### config.mk
export PLATFORM = sky130hd
export DESIGN_NAME = encoder_rep_velocity_tracker
export DESIGN_NICKNAME = d
export VERILOG_FILES = /design/src/hw/rtl/ervt_pkg.sv /design/src/hw/rtl/ervt_front.sv /design/src/hw/rtl/ervt_div.sv /design/src/hw/rtl/ervt_back.sv /design/src/hw/rtl/encoder_rep_velocity_tracker.sv
export SDC_FILE = /design/constraint.sdc
export NUM_CORES = 1
export LEC_CHECK = 0
export BUFFER_PORTS_ARGS = -buffer_cell sky130_fd_sc_hd__buf_4
export CORE_MARGIN = 3
export CORE_UTILIZATION = 63
export DETAILED_ROUTE_END_ITERATION = 10
export GPL_TIMING_DRIVEN = 1
export MAX_ROUTING_LAYER = met4
export PLACE_DENSITY = 0.86
export SLEW_MARGIN = 15
export SYNTH_ARGS = -nofsm -noshare
export SYNTH_HDL_FRONTEND = slang
export SYNTH_SLANG_ARGS = --single-unit
### constraint.sdc
create_clock -name clk_i -period 7.3 [get_ports clk_i]
set_clock_uncertainty 0.15 [all_clocks]
set_input_delay 0.73 -clock clk_i [delete_from_list [all_inputs] [get_ports clk_i]]
set_output_delay 0.73 -clock clk_i [all_outputs]
set_load 0.05 [all_outputs]
### src/hw/rtl/ervt_pkg.sv
`default_nettype none
package ervt_pkg;

  localparam int unsigned PosW     = 16;
  localparam int unsigned TimeW    = 32;
  localparam int unsigned VelW     = 32;
  localparam int unsigned StepW    = 8;
  localparam int unsigned TravelW  = 15;
  localparam int unsigned ScaledW  = 27;
  localparam int unsigned CfgIdxW  = 2;

  localparam logic [PosW-1:0] CenterPos = 16'd32767;
  localparam int unsigned DistScale = 4084;
  localparam int unsigned VelScale  = 100;
  localparam int unsigned StepScale = DistScale * VelScale;

  localparam logic [CfgIdxW-1:0] CfgMinTravel = 2'd0;
  localparam logic [CfgIdxW-1:0] CfgCountDir  = 2'd1;
  localparam logic [CfgIdxW-1:0] CfgRepDir    = 2'd2;

  // one classified item handed from the front end to the back end
  typedef struct packed {
    logic               is_start;
    logic               followed;
    logic               emit;
    logic [ScaledW-1:0] scaled;
    logic [TimeW-1:0]   elapsed;
    logic [PosW-1:0]    extreme;
  } ervt_cmd_t;

  typedef struct packed {
    logic [PosW-1:0] extreme;
    logic [VelW-1:0] mean;
    logic [VelW-1:0] peak;
  } ervt_res_t;

  typedef enum logic [2:0] {
    BkIdle,
    BkVel,
    BkMean,
    BkMeanWait,
    BkPush
  } ervt_back_state_e;

endpackage
`default_nettype wire

### src/hw/rtl/ervt_front.sv
`default_nettype none
module ervt_front import ervt_pkg::*; (
  input  wire logic               clk_i,
  input  wire logic               rst_ni,
  input  wire logic               push_i,
  input  wire logic               command_i,
  input  wire logic [PosW-1:0]    position_i,
  input  wire logic [TimeW-1:0]   capture_time_i,
  output logic                    full_o,
  input  wire logic [TravelW-1:0] min_travel_i,
  input  wire logic               count_dir_i,
  input  wire logic               rep_dir_i,
  input  wire logic               q_pop_i,
  output logic                    q_valid_o,
  output ervt_cmd_t               q_entry_o
);

  logic [PosW-1:0]  prev_pos_q, prev_pos_d;
  logic [TimeW-1:0] prev_time_q, prev_time_d;
  logic [PosW-1:0]  extreme_q, extreme_d;
  logic             min_reached_q, min_reached_d;

  logic             accept;
  logic             followed;
  logic [StepW-1:0] step;
  logic [PosW-1:0]  extreme_next;
  logic [PosW-1:0]  low_bound, high_bound;
  logic             reached_now, reached, emit;
  ervt_cmd_t        entry;

  ervt_cmd_t  mem_q [2];
  logic       wr_ptr_q, rd_ptr_q;
  logic [1:0] count_q;

  assign accept = push_i && !full_o;

  assign low_bound  = CenterPos - {1'b0, min_travel_i};
  assign high_bound = CenterPos + {1'b0, min_travel_i};

  always_comb begin
    if (count_dir_i) begin
      followed = position_i > prev_pos_q;
      step     = StepW'(position_i - prev_pos_q);
    end else begin
      followed = position_i < prev_pos_q;
      step     = StepW'(prev_pos_q - position_i);
    end

    if (rep_dir_i) begin
      extreme_next = (position_i > extreme_q) ? position_i : extreme_q;
      reached_now  = position_i >= high_bound;
    end else begin
      extreme_next = (position_i < extreme_q) ? position_i : extreme_q;
      reached_now  = position_i <= low_bound;
    end
    reached = min_reached_q || reached_now;
    // a repetition ends when the position is back inside the bound
    emit = reached && (rep_dir_i ? (position_i < high_bound) : (position_i > low_bound));

    entry.is_start = command_i;
    entry.followed = followed;
    entry.emit     = emit;
    entry.scaled   = ScaledW'(step) * ScaledW'(StepScale);
    entry.elapsed  = capture_time_i - prev_time_q;
    entry.extreme  = extreme_next;

    prev_pos_d    = prev_pos_q;
    prev_time_d   = prev_time_q;
    extreme_d     = extreme_q;
    min_reached_d = min_reached_q;
    if (accept) begin
      if (command_i) begin
        prev_pos_d  = CenterPos;
        prev_time_d = '0;
        extreme_d   = CenterPos;
      end else begin
        prev_pos_d    = position_i;
        prev_time_d   = capture_time_i;
        extreme_d     = emit ? CenterPos : extreme_next;
        min_reached_d = emit ? 1'b0 : reached;
      end
    end
  end

  always_ff @(posedge clk_i or negedge rst_ni) begin
    if (!rst_ni) begin
      prev_pos_q    <= CenterPos;
      prev_time_q   <= '0;
      extreme_q     <= CenterPos;
      min_reached_q <= 1'b0;
    end else begin
      prev_pos_q    <= prev_pos_d;
      prev_time_q   <= prev_time_d;
      extreme_q     <= extreme_d;
      min_reached_q <= min_reached_d;
    end
  end

  // two-entry queue toward the back end
  assign full_o    = count_q == 2'd2;
  assign q_valid_o = count_q != 2'd0;
  assign q_entry_o = mem_q[rd_ptr_q];

  always_ff @(posedge clk_i) begin
    if (accept) begin
      mem_q[wr_ptr_q] <= entry;
    end
  end

  always_ff @(posedge clk_i or negedge rst_ni) begin
    if (!rst_ni) begin
      wr_ptr_q <= 1'b0;
      rd_ptr_q <= 1'b0;
      count_q  <= 2'd0;
    end else begin
      if (accept) begin
        wr_ptr_q <= !wr_ptr_q;
      end
      if (q_pop_i) begin
        rd_ptr_q <= !rd_ptr_q;
      end
      count_q <= count_q + 2'(accept) - 2'(q_pop_i);
    end
  end

endmodule
`default_nettype wire

### src/hw/rtl/ervt_div.sv
`default_nettype none
module ervt_div import ervt_pkg::*; (
  input  wire logic            clk_i,
  input  wire logic            rst_ni,
  input  wire logic            start_i,
  input  wire logic [VelW-1:0] dividend_i,
  input  wire logic [VelW-1:0] divisor_i,
  output logic                 done_o,
  output logic [VelW-1:0]      quotient_o
);

  localparam int unsigned CntW = $clog2(VelW);

  logic [VelW-1:0] rem_q, quo_q, dvs_q;
  logic [CntW-1:0] cnt_q;
  logic            busy_q, done_q;
  logic [VelW:0]   shifted;
  logic            ge;

  // restoring division, one quotient bit per cycle
  assign shifted = {rem_q, quo_q[VelW-1]};
  assign ge      = shifted >= {1'b0, dvs_q};

  always_ff @(posedge clk_i) begin
    if (start_i) begin
      rem_q <= '0;
      quo_q <= dividend_i;
      dvs_q <= divisor_i;
    end else if (busy_q) begin
      rem_q <= ge ? VelW'(shifted - {1'b0, dvs_q}) : VelW'(shifted);
      quo_q <= {quo_q[VelW-2:0], ge};
    end
  end

  always_ff @(posedge clk_i or negedge rst_ni) begin
    if (!rst_ni) begin
      busy_q <= 1'b0;
      done_q <= 1'b0;
      cnt_q  <= '0;
    end else begin
      done_q <= 1'b0;
      if (start_i) begin
        busy_q <= 1'b1;
        cnt_q  <= '0;
      end else if (busy_q) begin
        cnt_q <= cnt_q + CntW'(1);
        if (cnt_q == CntW'(VelW - 1)) begin
          busy_q <= 1'b0;
          done_q <= 1'b1;
        end
      end
    end
  end

  assign done_o     = done_q;
  assign quotient_o = quo_q;

endmodule
`default_nettype wire

### src/hw/rtl/ervt_back.sv
`default_nettype none
module ervt_back import ervt_pkg::*; (
  input  wire logic       clk_i,
  input  wire logic       rst_ni,
  input  wire logic       q_valid_i,
  input  wire ervt_cmd_t  q_entry_i,
  output logic            q_pop_o,
  input  wire logic       pop_i,
  output logic            empty_o,
  output ervt_res_t       res_o
);

  ervt_back_state_e state_q, state_d;
  ervt_cmd_t        ent_q;

  logic [VelW-1:0] peak_q, sum_q, cnt_q, pvel_q, mean_q, mean_d;
  logic            mean_en;
  logic            clr, upd_en;
  logic [VelW-1:0] upd_vel;

  logic            div_start, div_done;
  logic [VelW-1:0] div_a, div_b, div_quo;

  ervt_res_t  rmem_q [2];
  logic       rwr_q, rrd_q;
  logic [1:0] rcnt_q;
  logic       res_full, res_push, res_pop;

  ervt_div u_div (
    .clk_i      (clk_i),
    .rst_ni     (rst_ni),
    .start_i    (div_start),
    .dividend_i (div_a),
    .divisor_i  (div_b),
    .done_o     (div_done),
    .quotient_o (div_quo)
  );

  always_comb begin
    state_d   = state_q;
    q_pop_o   = 1'b0;
    div_start = 1'b0;
    div_a     = {{(VelW-ScaledW){1'b0}}, q_entry_i.scaled};
    div_b     = q_entry_i.elapsed;
    upd_en    = 1'b0;
    upd_vel   = div_quo;
    clr       = 1'b0;
    mean_en   = 1'b0;
    mean_d    = div_quo;
    res_push  = 1'b0;
    case (state_q)
      BkIdle: begin
        if (q_valid_i) begin
          q_pop_o = 1'b1;
          if (q_entry_i.is_start) begin
            clr = 1'b1;
          end else if (q_entry_i.followed) begin
            if (q_entry_i.elapsed == '0) begin
              // no time gone by: velocity saturates
              upd_en  = 1'b1;
              upd_vel = '1;
              state_d = q_entry_i.emit ? BkMean : BkIdle;
            end else begin
              div_start = 1'b1;
              state_d   = BkVel;
            end
          end else begin
            state_d = q_entry_i.emit ? BkMean : BkIdle;
          end
        end
      end
      BkVel: begin
        if (div_done) begin
          upd_en  = 1'b1;
          state_d = ent_q.emit ? BkMean : BkIdle;
        end
      end
      BkMean: begin
        if (cnt_q == '0) begin
          mean_en = 1'b1;
          mean_d  = '0;
          state_d = BkPush;
        end else begin
          div_start = 1'b1;
          div_a     = sum_q;
          div_b     = cnt_q;
          state_d   = BkMeanWait;
        end
      end
      BkMeanWait: begin
        if (div_done) begin
          mean_en = 1'b1;
          state_d = BkPush;
        end
      end
      BkPush: begin
        if (!res_full) begin
          res_push = 1'b1;
          clr      = 1'b1;
          state_d  = BkIdle;
        end
      end
      default: begin
        state_d = BkIdle;
      end
    endcase
  end

  always_ff @(posedge clk_i or negedge rst_ni) begin
    if (!rst_ni) begin
      state_q <= BkIdle;
      peak_q  <= '0;
      sum_q   <= '0;
      cnt_q   <= '0;
      pvel_q  <= '0;
    end else begin
      state_q <= state_d;
      if (clr) begin
        peak_q <= '0;
        sum_q  <= '0;
        cnt_q  <= '0;
        pvel_q <= '0;
      end else if (upd_en) begin
        if (upd_vel > peak_q) begin
          peak_q <= upd_vel;
        end
        if (upd_vel > pvel_q) begin
          cnt_q <= cnt_q + VelW'(1);
          sum_q <= sum_q + upd_vel;
        end
        pvel_q <= upd_vel;
      end
    end
  end

  always_ff @(posedge clk_i) begin
    if (q_pop_o) begin
      ent_q <= q_entry_i;
    end
    if (mean_en) begin
      mean_q <= mean_d;
    end
  end

  // two-entry result queue
  assign res_full = rcnt_q == 2'd2;
  assign empty_o  = rcnt_q == 2'd0;
  assign res_pop  = pop_i && !empty_o;
  assign res_o    = rmem_q[rrd_q];

  always_ff @(posedge clk_i) begin
    if (res_push) begin
      rmem_q[rwr_q] <= '{extreme: ent_q.extreme, mean: mean_q, peak: peak_q};
    end
  end

  always_ff @(posedge clk_i or negedge rst_ni) begin
    if (!rst_ni) begin
      rwr_q  <= 1'b0;
      rrd_q  <= 1'b0;
      rcnt_q <= 2'd0;
    end else begin
      if (res_push) begin
        rwr_q <= !rwr_q;
      end
      if (res_pop) begin
        rrd_q <= !rrd_q;
      end
      rcnt_q <= rcnt_q + 2'(res_push) - 2'(res_pop);
    end
  end

endmodule
`default_nettype wire

### src/hw/rtl/encoder_rep_velocity_tracker.sv
// front end classifies one item per cycle into a two-entry queue, unless it is full
// back end takes one item at a time: it waits on the divider when the item needs a velocity,
// then, when the item closes a repetition, for the mean (skipped when no velocity rose)
// and pushes the result; no new item is taken until the last one is done
// results wait in a two-entry queue
// async active-low reset clears all trackers, queues and config (0, 1, 1)
`default_nettype none
module encoder_rep_velocity_tracker import ervt_pkg::*; (
  input  wire logic               clk_i,
  input  wire logic               rst_ni,
  input  wire logic               push_i,
  output logic                    full_o,
  input  wire logic               command_i,
  input  wire logic [PosW-1:0]    position_i,
  input  wire logic [TimeW-1:0]   capture_time_i,
  output logic                    empty_o,
  input  wire logic               pop_i,
  output logic [PosW-1:0]         extreme_position_o,
  output logic [VelW-1:0]         mean_velocity_o,
  output logic [VelW-1:0]         peak_velocity_o,
  input  wire logic               cfg_we_i,
  input  wire logic [CfgIdxW-1:0] cfg_idx_i,
  input  wire logic [TravelW-1:0] cfg_wdata_i
);

  logic [TravelW-1:0] min_travel_q;
  logic               count_dir_q, rep_dir_q;
  logic               q_valid, q_pop;
  ervt_cmd_t          q_entry;
  ervt_res_t          res;

  always_ff @(posedge clk_i or negedge rst_ni) begin
    if (!rst_ni) begin
      min_travel_q <= '0;
      count_dir_q  <= 1'b1;
      rep_dir_q    <= 1'b1;
    end else if (cfg_we_i) begin
      case (cfg_idx_i)
        CfgMinTravel: min_travel_q <= cfg_wdata_i;
        CfgCountDir:  count_dir_q  <= cfg_wdata_i[0];
        CfgRepDir:    rep_dir_q    <= cfg_wdata_i[0];
        default: begin
        end
      endcase
    end
  end

  ervt_front u_front (
    .clk_i          (clk_i),
    .rst_ni         (rst_ni),
    .push_i         (push_i),
    .command_i      (command_i),
    .position_i     (position_i),
    .capture_time_i (capture_time_i),
    .full_o         (full_o),
    .min_travel_i   (min_travel_q),
    .count_dir_i    (count_dir_q),
    .rep_dir_i      (rep_dir_q),
    .q_pop_i        (q_pop),
    .q_valid_o      (q_valid),
    .q_entry_o      (q_entry)
  );

  ervt_back u_back (
    .clk_i     (clk_i),
    .rst_ni    (rst_ni),
    .q_valid_i (q_valid),
    .q_entry_i (q_entry),
    .q_pop_o   (q_pop),
    .pop_i     (pop_i),
    .empty_o   (empty_o),
    .res_o     (res)
  );

  assign extreme_position_o = res.extreme;
  assign mean_velocity_o    = res.mean;
  assign peak_velocity_o    = res.peak;

endmodule
`default_nettype wire
After elaboration in Yosys (flattened, before gate mapping)
Memory sizes are Yosys's and may differ from the RTL's.
Cells that the tools add are included.

word-level totals
  flip-flop bits (word level) = 373
  output and inout bits = 82
  logic and storage cells = 177
  memories = 2
  bits in writable memories = 308
  input bits = 71

cells by class
  reductions and logical operators = 27
  bitwise operators = 1
  order comparisons = 11
  equality and inequality tests = 14
  multipliers = 1
  multiplexer cells = 81
  $add $sub $neg = 13

memory list
  name           words  width  read ports  clocked after memory_dff  wr ports  RTL line          text
  u_back.rmem_q  2      80     1           0                         1         ervt_back.sv:24   ervt_res_t rmem_q [2];
  u_front.mem_q  2      74     1           0                         1         ervt_front.sv:31  ervt_cmd_t mem_q [2];

operators by type and width
  operator                                                               count
  32-bit two-way mux                                                     26
  16-bit two-way mux                                                     6
  32-bit greater-than comparator                                         2
  32-bit zero test                                                       2
  32-bit subtractor                                                      2
  16-bit greater-than comparator                                         3
  16-bit less-than comparator                                            3
  33-bit by 32-bit greater-or-equal comparator with 1-bit output         1
  32-bit by 1-bit adder with 32-bit output (second input constant)       1
  32-bit adder                                                           1
  1-bit two-way mux                                                      31
  3-bit two-way mux                                                      8
  8-bit by 15-bit multiplier with 23-bit output (second input constant)  1
  15-bit by 15-bit adder with 16-bit output (first input constant)       1
  16-bit greater-or-equal comparator                                     1
  16-bit less-or-equal comparator                                        1
  15-bit by 15-bit subtractor with 16-bit output (first input constant)  1
  8-bit subtractor                                                       2
  3-bit one-hot mux with 5 select lines                                  1
  2-bit AND reduction                                                    6
  5-bit two-way mux                                                      2
  2-bit inequality test (second input constant)                          5
  2-bit nonzero test                                                     5
  8-bit two-way mux                                                      1
  other kinds (18)                                                       35

Longest topological paths before layout
An unclocked memory read counts as a cell.

  depth after elaboration = 11
  depth in mapped cells = 30

Cells and area by module
Synthesis repeated with hierarchy kept, for this count alone.

second synthesis, totals
  cells, all modules = 3,432
  area, all modules = 38,730.9 um^2

by module, submodules not included
  module                        cells an instance  area each (um^2)  seq. area each (um^2)  instances
  ervt_back                     1,506              17,618.1          9,654.3                1
  ervt_front                    1,310              14,515.2          6,208.5                1
  ervt_div                      578                5,929.4           2,737.6                1
  encoder_rep_velocity_tracker  38                 668.1             427.9                  1

Least setup slack after synthesis
No wires, ideal clock.

  kind = input to register
  start = input position_i[1]
  end = memory u_front.mem_q[0][69] in the netlist's numbering (data pin)
  data required time = 6.889 ns
  path buffers = 0
  stages = 23
  data arrival time = 6.417 ns
  path slack = 0.471 ns
  cell sequence = inv_1 > ha_1 > a221o_1 > a221o_1 > a221oi_1 > o21ai_0 > xor2_1 > ha_1 > xor2_1 > ha_1 > inv_1 > fa_1 > fa_1 > inv_1 > ha_1 > or3_1 > o211ai_1 > o211ai_1 > a41oi_1 > nor2b_1 > o21a_1 > o41a_1 > xor2_1

RTL lines
  element          RTL line                            text
  start, declared  encoder_rep_velocity_tracker.sv:14  input wire logic [PosW-1:0] position_i,
  end, declared    ervt_front.sv:31

==> load_flow_metrics.sql <==
INSERT INTO impl_metrics (metric_group, metric, value, unit) VALUES
('outcome', 'status', 'complete, no violations', ''),
('worst_setup_path', 'critical_path_peak_fanout', '17', ''),
('drt', 'num_vias', '26592', ''),
('sta', 'hold_violations', '0', ''),
('drt', 'routed_wire_length_per_instance', '20.0', 'um'),
('floorplan', 'dieHeight', '250', 'um'),
('run', 'max_cap_viol_count', '0', ''),
('drt', 'met1_length', '37.0', 'mm'),
('cts', 'post-cts-setup-buffer-count', '0', ''),
('drt', 'via_per_inst', '6.09', ''),
('sta', 'slew-limit-headroom', '0.241', ''),
('cts', 'clkTransAtPathRegs', '60', 'ps'),
('worst_setup_path', 'crit_path_end_kind', 'register', ''),
('cts', 'clock_sink_count', '681', ''),
('placed_design', 'hpwlAfterDp', '59.8', 'mm'),
('worst_setup_path', 'worst_ep_arrival_time', '7040', 'ps'),
('sta', 'timing_max_transition_violations_final', '0', ''),
('drt', 'starting_drc_count_in_detailed_routing', '2691', ''),
('worst_setup_path', 'cp-start-kind', 'register', ''),
('floorplan', 'initial_utilization', '0.643', ''),
('placed_design', 'gp_routability_congestion', '0.954', ''),
('floorplan', 'die_area', '0.0624', 'mm^2'),
('floorplan', 'core_region_area', '0.0582', 'mm^2'),
('sta', 'tightestPinTransition', '1130', 'ps'),
('synthesis', 'yosys_register_bits', '681', ''),
('sta', 'rsz0062_at_grt', 'false', ''),
('cts', 'clockRootBuffer', 'sky130_fd_sc_hd__clkbuf_16', ''),
('synthesis', 'post_synth_inst_count', '3420', ''),
('floorplan', 'floorplan.io_pins', '153', ''),
('drt', 'route.met2.wl', '41.6', 'mm'),
('hold_path', 'timing.hold.worst.class', 'primary input to async pin', ''),
('global_route', 'grt_remaining_overflow', '0', ''),
('drt', 'route.top_layer_used', 'met4', ''),
('final_layout', 'final_core_utilization', '0.716', ''),
('cts', 'htreeDepth', '3', ''),
('final_layout', 'design.final.nets', '3940', ''),
('drt', 'detailroute.wirelength.met3', '5.89', 'mm'),
('drt', 'drt_pass1_iterations', '6', ''),
('global_route', 'global_route.usage.total', '0.283', ''),
('global_route', 'global_route_wire_length_before_repair', '139', 'mm'),
('cts', 'clk-insertion-delay-late', '610', 'ps'),
('global_route', 'vias_in_the_first_global_route', '26170', ''),
('sta', 'post-route-min-period', '6860', 'ps'),
('synthesis', 'synth.yosys.seq_area_share', '0.508', ''),
('sta', 'setup_viol_count_final', '0', ''),
('worst_setup_path', 'worstSetupPathType', 'register to register', ''),
('synthesis', 'ys_async_sr_fraction', '0.335', ''),
('synthesis', 'number_of_enable_type_register_cells_in_the_synthesized_netlist', '421', ''),
('drt', 'totalWireLength', '87.2', 'mm'),
('synthesis', 'synth_top_flop_cell', 'sky130_fd_sc_hd__edfxtp_1', ''),
('synthesis', 'yosys_warns', '0', ''),
('final_layout', 'layout-drive-gt1-share', '0.133', ''),
('cts', 'cts-buffers-inserted', '70', ''),
('synthesis', 'synth_fp_nets', '3818', ''),
('drt', 'ant_nets', '0', ''),
('cts', 'clock_path_buffers', '3', ''),
('placed_design', 'buffer_ports.inserted', '152', ''),
('synthesis', 'syn_area_per_cell', '11.0', 'um^2'),
('worst_setup_path', 'crit_required', '7480', 'ps'),
('sta', 'fin_worst_hold_slack', '49.0', 'ps'),
('drt', 'drt_drc_violations_left', '0', ''),
('cts', 'cts_tree', 'built', ''),
('floorplan', 'rows', '88', ''),
('global_route', 'grt_start_max_net_pins', '105', ''),
('cts', 'ctsHoldBuffers', '0', ''),
('final_layout', 'layout-area-overhead-vs-synth', '11.3', '%'),
('synthesis', 'syn-cell-area', '0.0375', 'mm^2'),
('synthesis', 'synth.distinct_cells', '75', ''),
('sta', 'fmax', '146', 'MHz'),
('cts', 'post_cts.resized_instances', '0', ''),
('floorplan', 'die_x', '250', 'um'),
('global_route', 'initial_antenna_violation_count', '1', ''),
('sta', 'timing.final.crit_share', '0.940', '');
[Yosys cell counts (66+ instances only)]
cell type | count | area [um^2]
sky130_fd_sc_hd__edfxtp_1 | 421 | 12600
sky130_fd_sc_hd__ha_1 | 296 | 3700
sky130_fd_sc_hd__inv_1 | 292 | 1100
sky130_fd_sc_hd__o21ai_0 | 256 | 1280
sky130_fd_sc_hd__nor2_1 | 227 | 852
sky130_fd_sc_hd__nand2_1 | 221 | 830
sky130_fd_sc_hd__dfrtp_1 | 196 | 4900
sky130_fd_sc_hd__a21oi_1 | 172 | 861
sky130_fd_sc_hd__mux2_2 | 124 | 1400
sky130_fd_sc_hd__clkbuf_1 | 110 | 413
sky130_fd_sc_hd__xnor2_1 | 101 | 885
sky130_fd_sc_hd__mux2i_1 | 82 | 821
sky130_fd_sc_hd__a211oi_1 | 81 | 608
sky130_fd_sc_hd__a21o_1 | 75 | 563
sky130_fd_sc_hd__nand3_1 | 74 | 370
sky130_fd_sc_hd__nor3_1 | 66 | 330
[cells by family (layout without fill, tap and decap cells)]
family	after synthesis	count (layout)	share of synthesized area
other	0	1	0
and+or+nand+nor	869	869	0.113
AOI/OAI and AO/OA	763	763	0.127
muxes	206	206	0.0592
DFF	681	681	0.508
buffers and inverters	426	605	0.0431
adders and majority gates	327	327	0.115
xor gates and xnor gates	148	148	0.0346
[layout make-up]
class                   instances  area, um^2
diodes                          1        2.50
clock buffers                  98        1960
multi-input cells            2313       16900
clock inverters                31         363
well taps                     765         957
inverters                     293        1100
flip-flops and latches        681       19000
fillers                      3803       16500
repair buffers                183        1380
[layout by cell type, fill, tap and decap left out, types with 9 or more instances in the layout]
master | netlist | final
sky130_fd_sc_hd__nand3_1 | 74 | 74
sky130_fd_sc_hd__ha_1 | 296 | 295
sky130_fd_sc_hd__nand4_1 | 38 | 38
sky130_fd_sc_hd__nor2_1 | 227 | 225
sky130_fd_sc_hd__fa_1 | 31 | 31
sky130_fd_sc_hd__or2_2 | 9 | 9
sky130_fd_sc_hd__a211oi_1 | 81 | 81
sky130_fd_sc_hd__o31ai_1 | 15 | 15
sky130_fd_sc_hd__dfrtp_1 | 196 | 194
sky130_fd_sc_hd__o22a_1 | 15 | 15
sky130_fd_sc_hd__a21oi_1 | 172 | 170
sky130_fd_sc_hd__nand2_1 | 221 | 219
sky130_fd_sc_hd__xnor2_1 | 101 | 101
sky130_fd_sc_hd__and3_1 | 20 | 19
sky130_fd_sc_hd__dfxtp_1 | 32 | 32
sky130_fd_sc_hd__clkinv_2 | 0 | 10
sky130_fd_sc_hd__nand2b_1 | 58 | 58
sky130_fd_sc_hd__buf_4 | 0 | 182
sky130_fd_sc_hd__mux2_2 | 124 | 124
sky130_fd_sc_hd__and2_1 | 38 | 37
sky130_fd_sc_hd__o21a_1 | 34 | 34
sky130_fd_sc_hd__clkbuf_16 | 0 | 72
sky130_fd_sc_hd__o211ai_1 | 15 | 15
sky130_fd_sc_hd__nor3_1 | 66 | 66
sky130_fd_sc_hd__clkbuf_1 | 110 | 20
sky130_fd_sc_hd__o21ai_0 | 256 | 256
sky130_fd_sc_hd__dfstp_2 | 32 | 31
sky130_fd_sc_hd__inv_1 | 292 | 292
sky130_fd_sc_hd__mux2i_1 | 82 | 82
sky130_fd_sc_hd__nor2b_1 | 34 | 33
sky130_fd_sc_hd__xor2_1 | 47 | 47
sky130_fd_sc_hd__a31oi_1 | 18 | 17
sky130_fd_sc_hd__edfxtp_1 | 421 | 421
sky130_fd_sc_hd__o21bai_1 | 15 | 15
sky130_fd_sc_hd__a21o_1 | 75 | 75
sky130_fd_sc_hd__or3_1 | 17 | 17
sky130_fd_sc_hd__nor4_1 | 35 | 35
[critical path: stages (launching register included)]
cell                       delay (ps)
sky130_fd_sc_hd__dfstp_4          740
sky130_fd_sc_hd__mux2i_1          110
sky130_fd_sc_hd__a221o_1          300
sky130_fd_sc_hd__a221o_1          320
sky130_fd_sc_hd__a221oi_1         250
sky130_fd_sc_hd__o21ai_0          170
sky130_fd_sc_hd__nand2_1          110
sky130_fd_sc_hd__nand2_1           50
sky130_fd_sc_hd__a21oi_1          190
sky130_fd_sc_hd__xnor2_1          220
sky130_fd_sc_hd__ha_2             400
sky130_fd_sc_hd__a21o_1           200
sky130_fd_sc_hd__fa_1             490
sky130_fd_sc_hd__inv_1             60
sky130_fd_sc_hd__fa_1             480
sky130_fd_sc_hd__fa_1             550
sky130_fd_sc_hd__inv_1             50
sky130_fd_sc_hd__ha_1             340
sky130_fd_sc_hd__or2_2            320
sky130_fd_sc_hd__a21oi_1          160
sky130_fd_sc_hd__a21oi_1           70
sky130_fd_sc_hd__a21o_1           220
sky130_fd_sc_hd__a21o_1           200
sky130_fd_sc_hd__a21oi_2          210
sky130_fd_sc_hd__a21oi_1          110
sky130_fd_sc_hd__xnor2_1          150
[final timing paths]
kind | from | end | slack [ps] | depth (start not counted)
min | rst_ni | u_front.prev_time_q[13]$_DFFE_PN0P_ | 50 | 1
max in group asynchronous | rst_ni | u_back.u_div.cnt_q[4]$_DFFE_PN0P_ | 5440 | 2
min in group clk_i | cfg_wdata_i[12] | min_travel_q[12]$_DFFE_PN0P_ | 210 | 2
max | count_dir_q$_DFFE_PN1P_ | u_front.mem_q[0][70]$_DFFE_PP_ | 440 | 25
min reg2reg | u_back.ent_q[11]$_DFFE_PP_ | u_back.rmem_q[1][75]$_DFFE_PP_ | 290 | 0
max reg2reg | count_dir_q$_DFFE_PN1P_ | u_front.mem_q[0][70]$_DFFE_PP_ | 440 | 25
[state kept, by name, indices dropped and copies added (netlist names), 2 cells and up]
signal,count
u_front.count_q,2
u_back.ent_q,17
min_travel_q,15
u_back.u_div.dvs_q,32
u_front.mem_q,148
u_front.prev_pos_q,16
u_back.rmem_q,160
u_front.extreme_q,16
u_back.cnt_q,32
u_back.state_q,3
u_back.u_div.rem_q,32
u_back.rcnt_q,2
u_back.u_div.cnt_q,5
u_front.prev_time_q,32
u_back.u_div.quotient_o,32
u_back.sum_q,32
u_back.pvel_q,32
u_back.mean_q,32
u_back.peak_q,32
[routing by layer]
| layer | track usage | vias to the layer above |
|---|---|---|
| met1 | 0.372 | 12923 |
| li1 | - | 12558 |
| met4 | 0.0981 | 0 |
| met5 | - | - |
| met2 | 0.453 | 940 |
| met3 | 0.0426 | 171 |
[through the flow]
stage	worst slack [ps]	setup TNS (ps)	area, um^2	instances
after floorplan	471	0	37500	3420
after global placement	170	0	39400	4235
after detailed placement	-8.58	-17.1	39400	4235
after CTS	315	0	41700	4364
after global routing	5.51	0	41700	4365
final	439	0	41700	4365
Power is left out: the tool's default activity adds up to more than one toggle a clock period on the data nets, which glitch-free logic cannot reach.
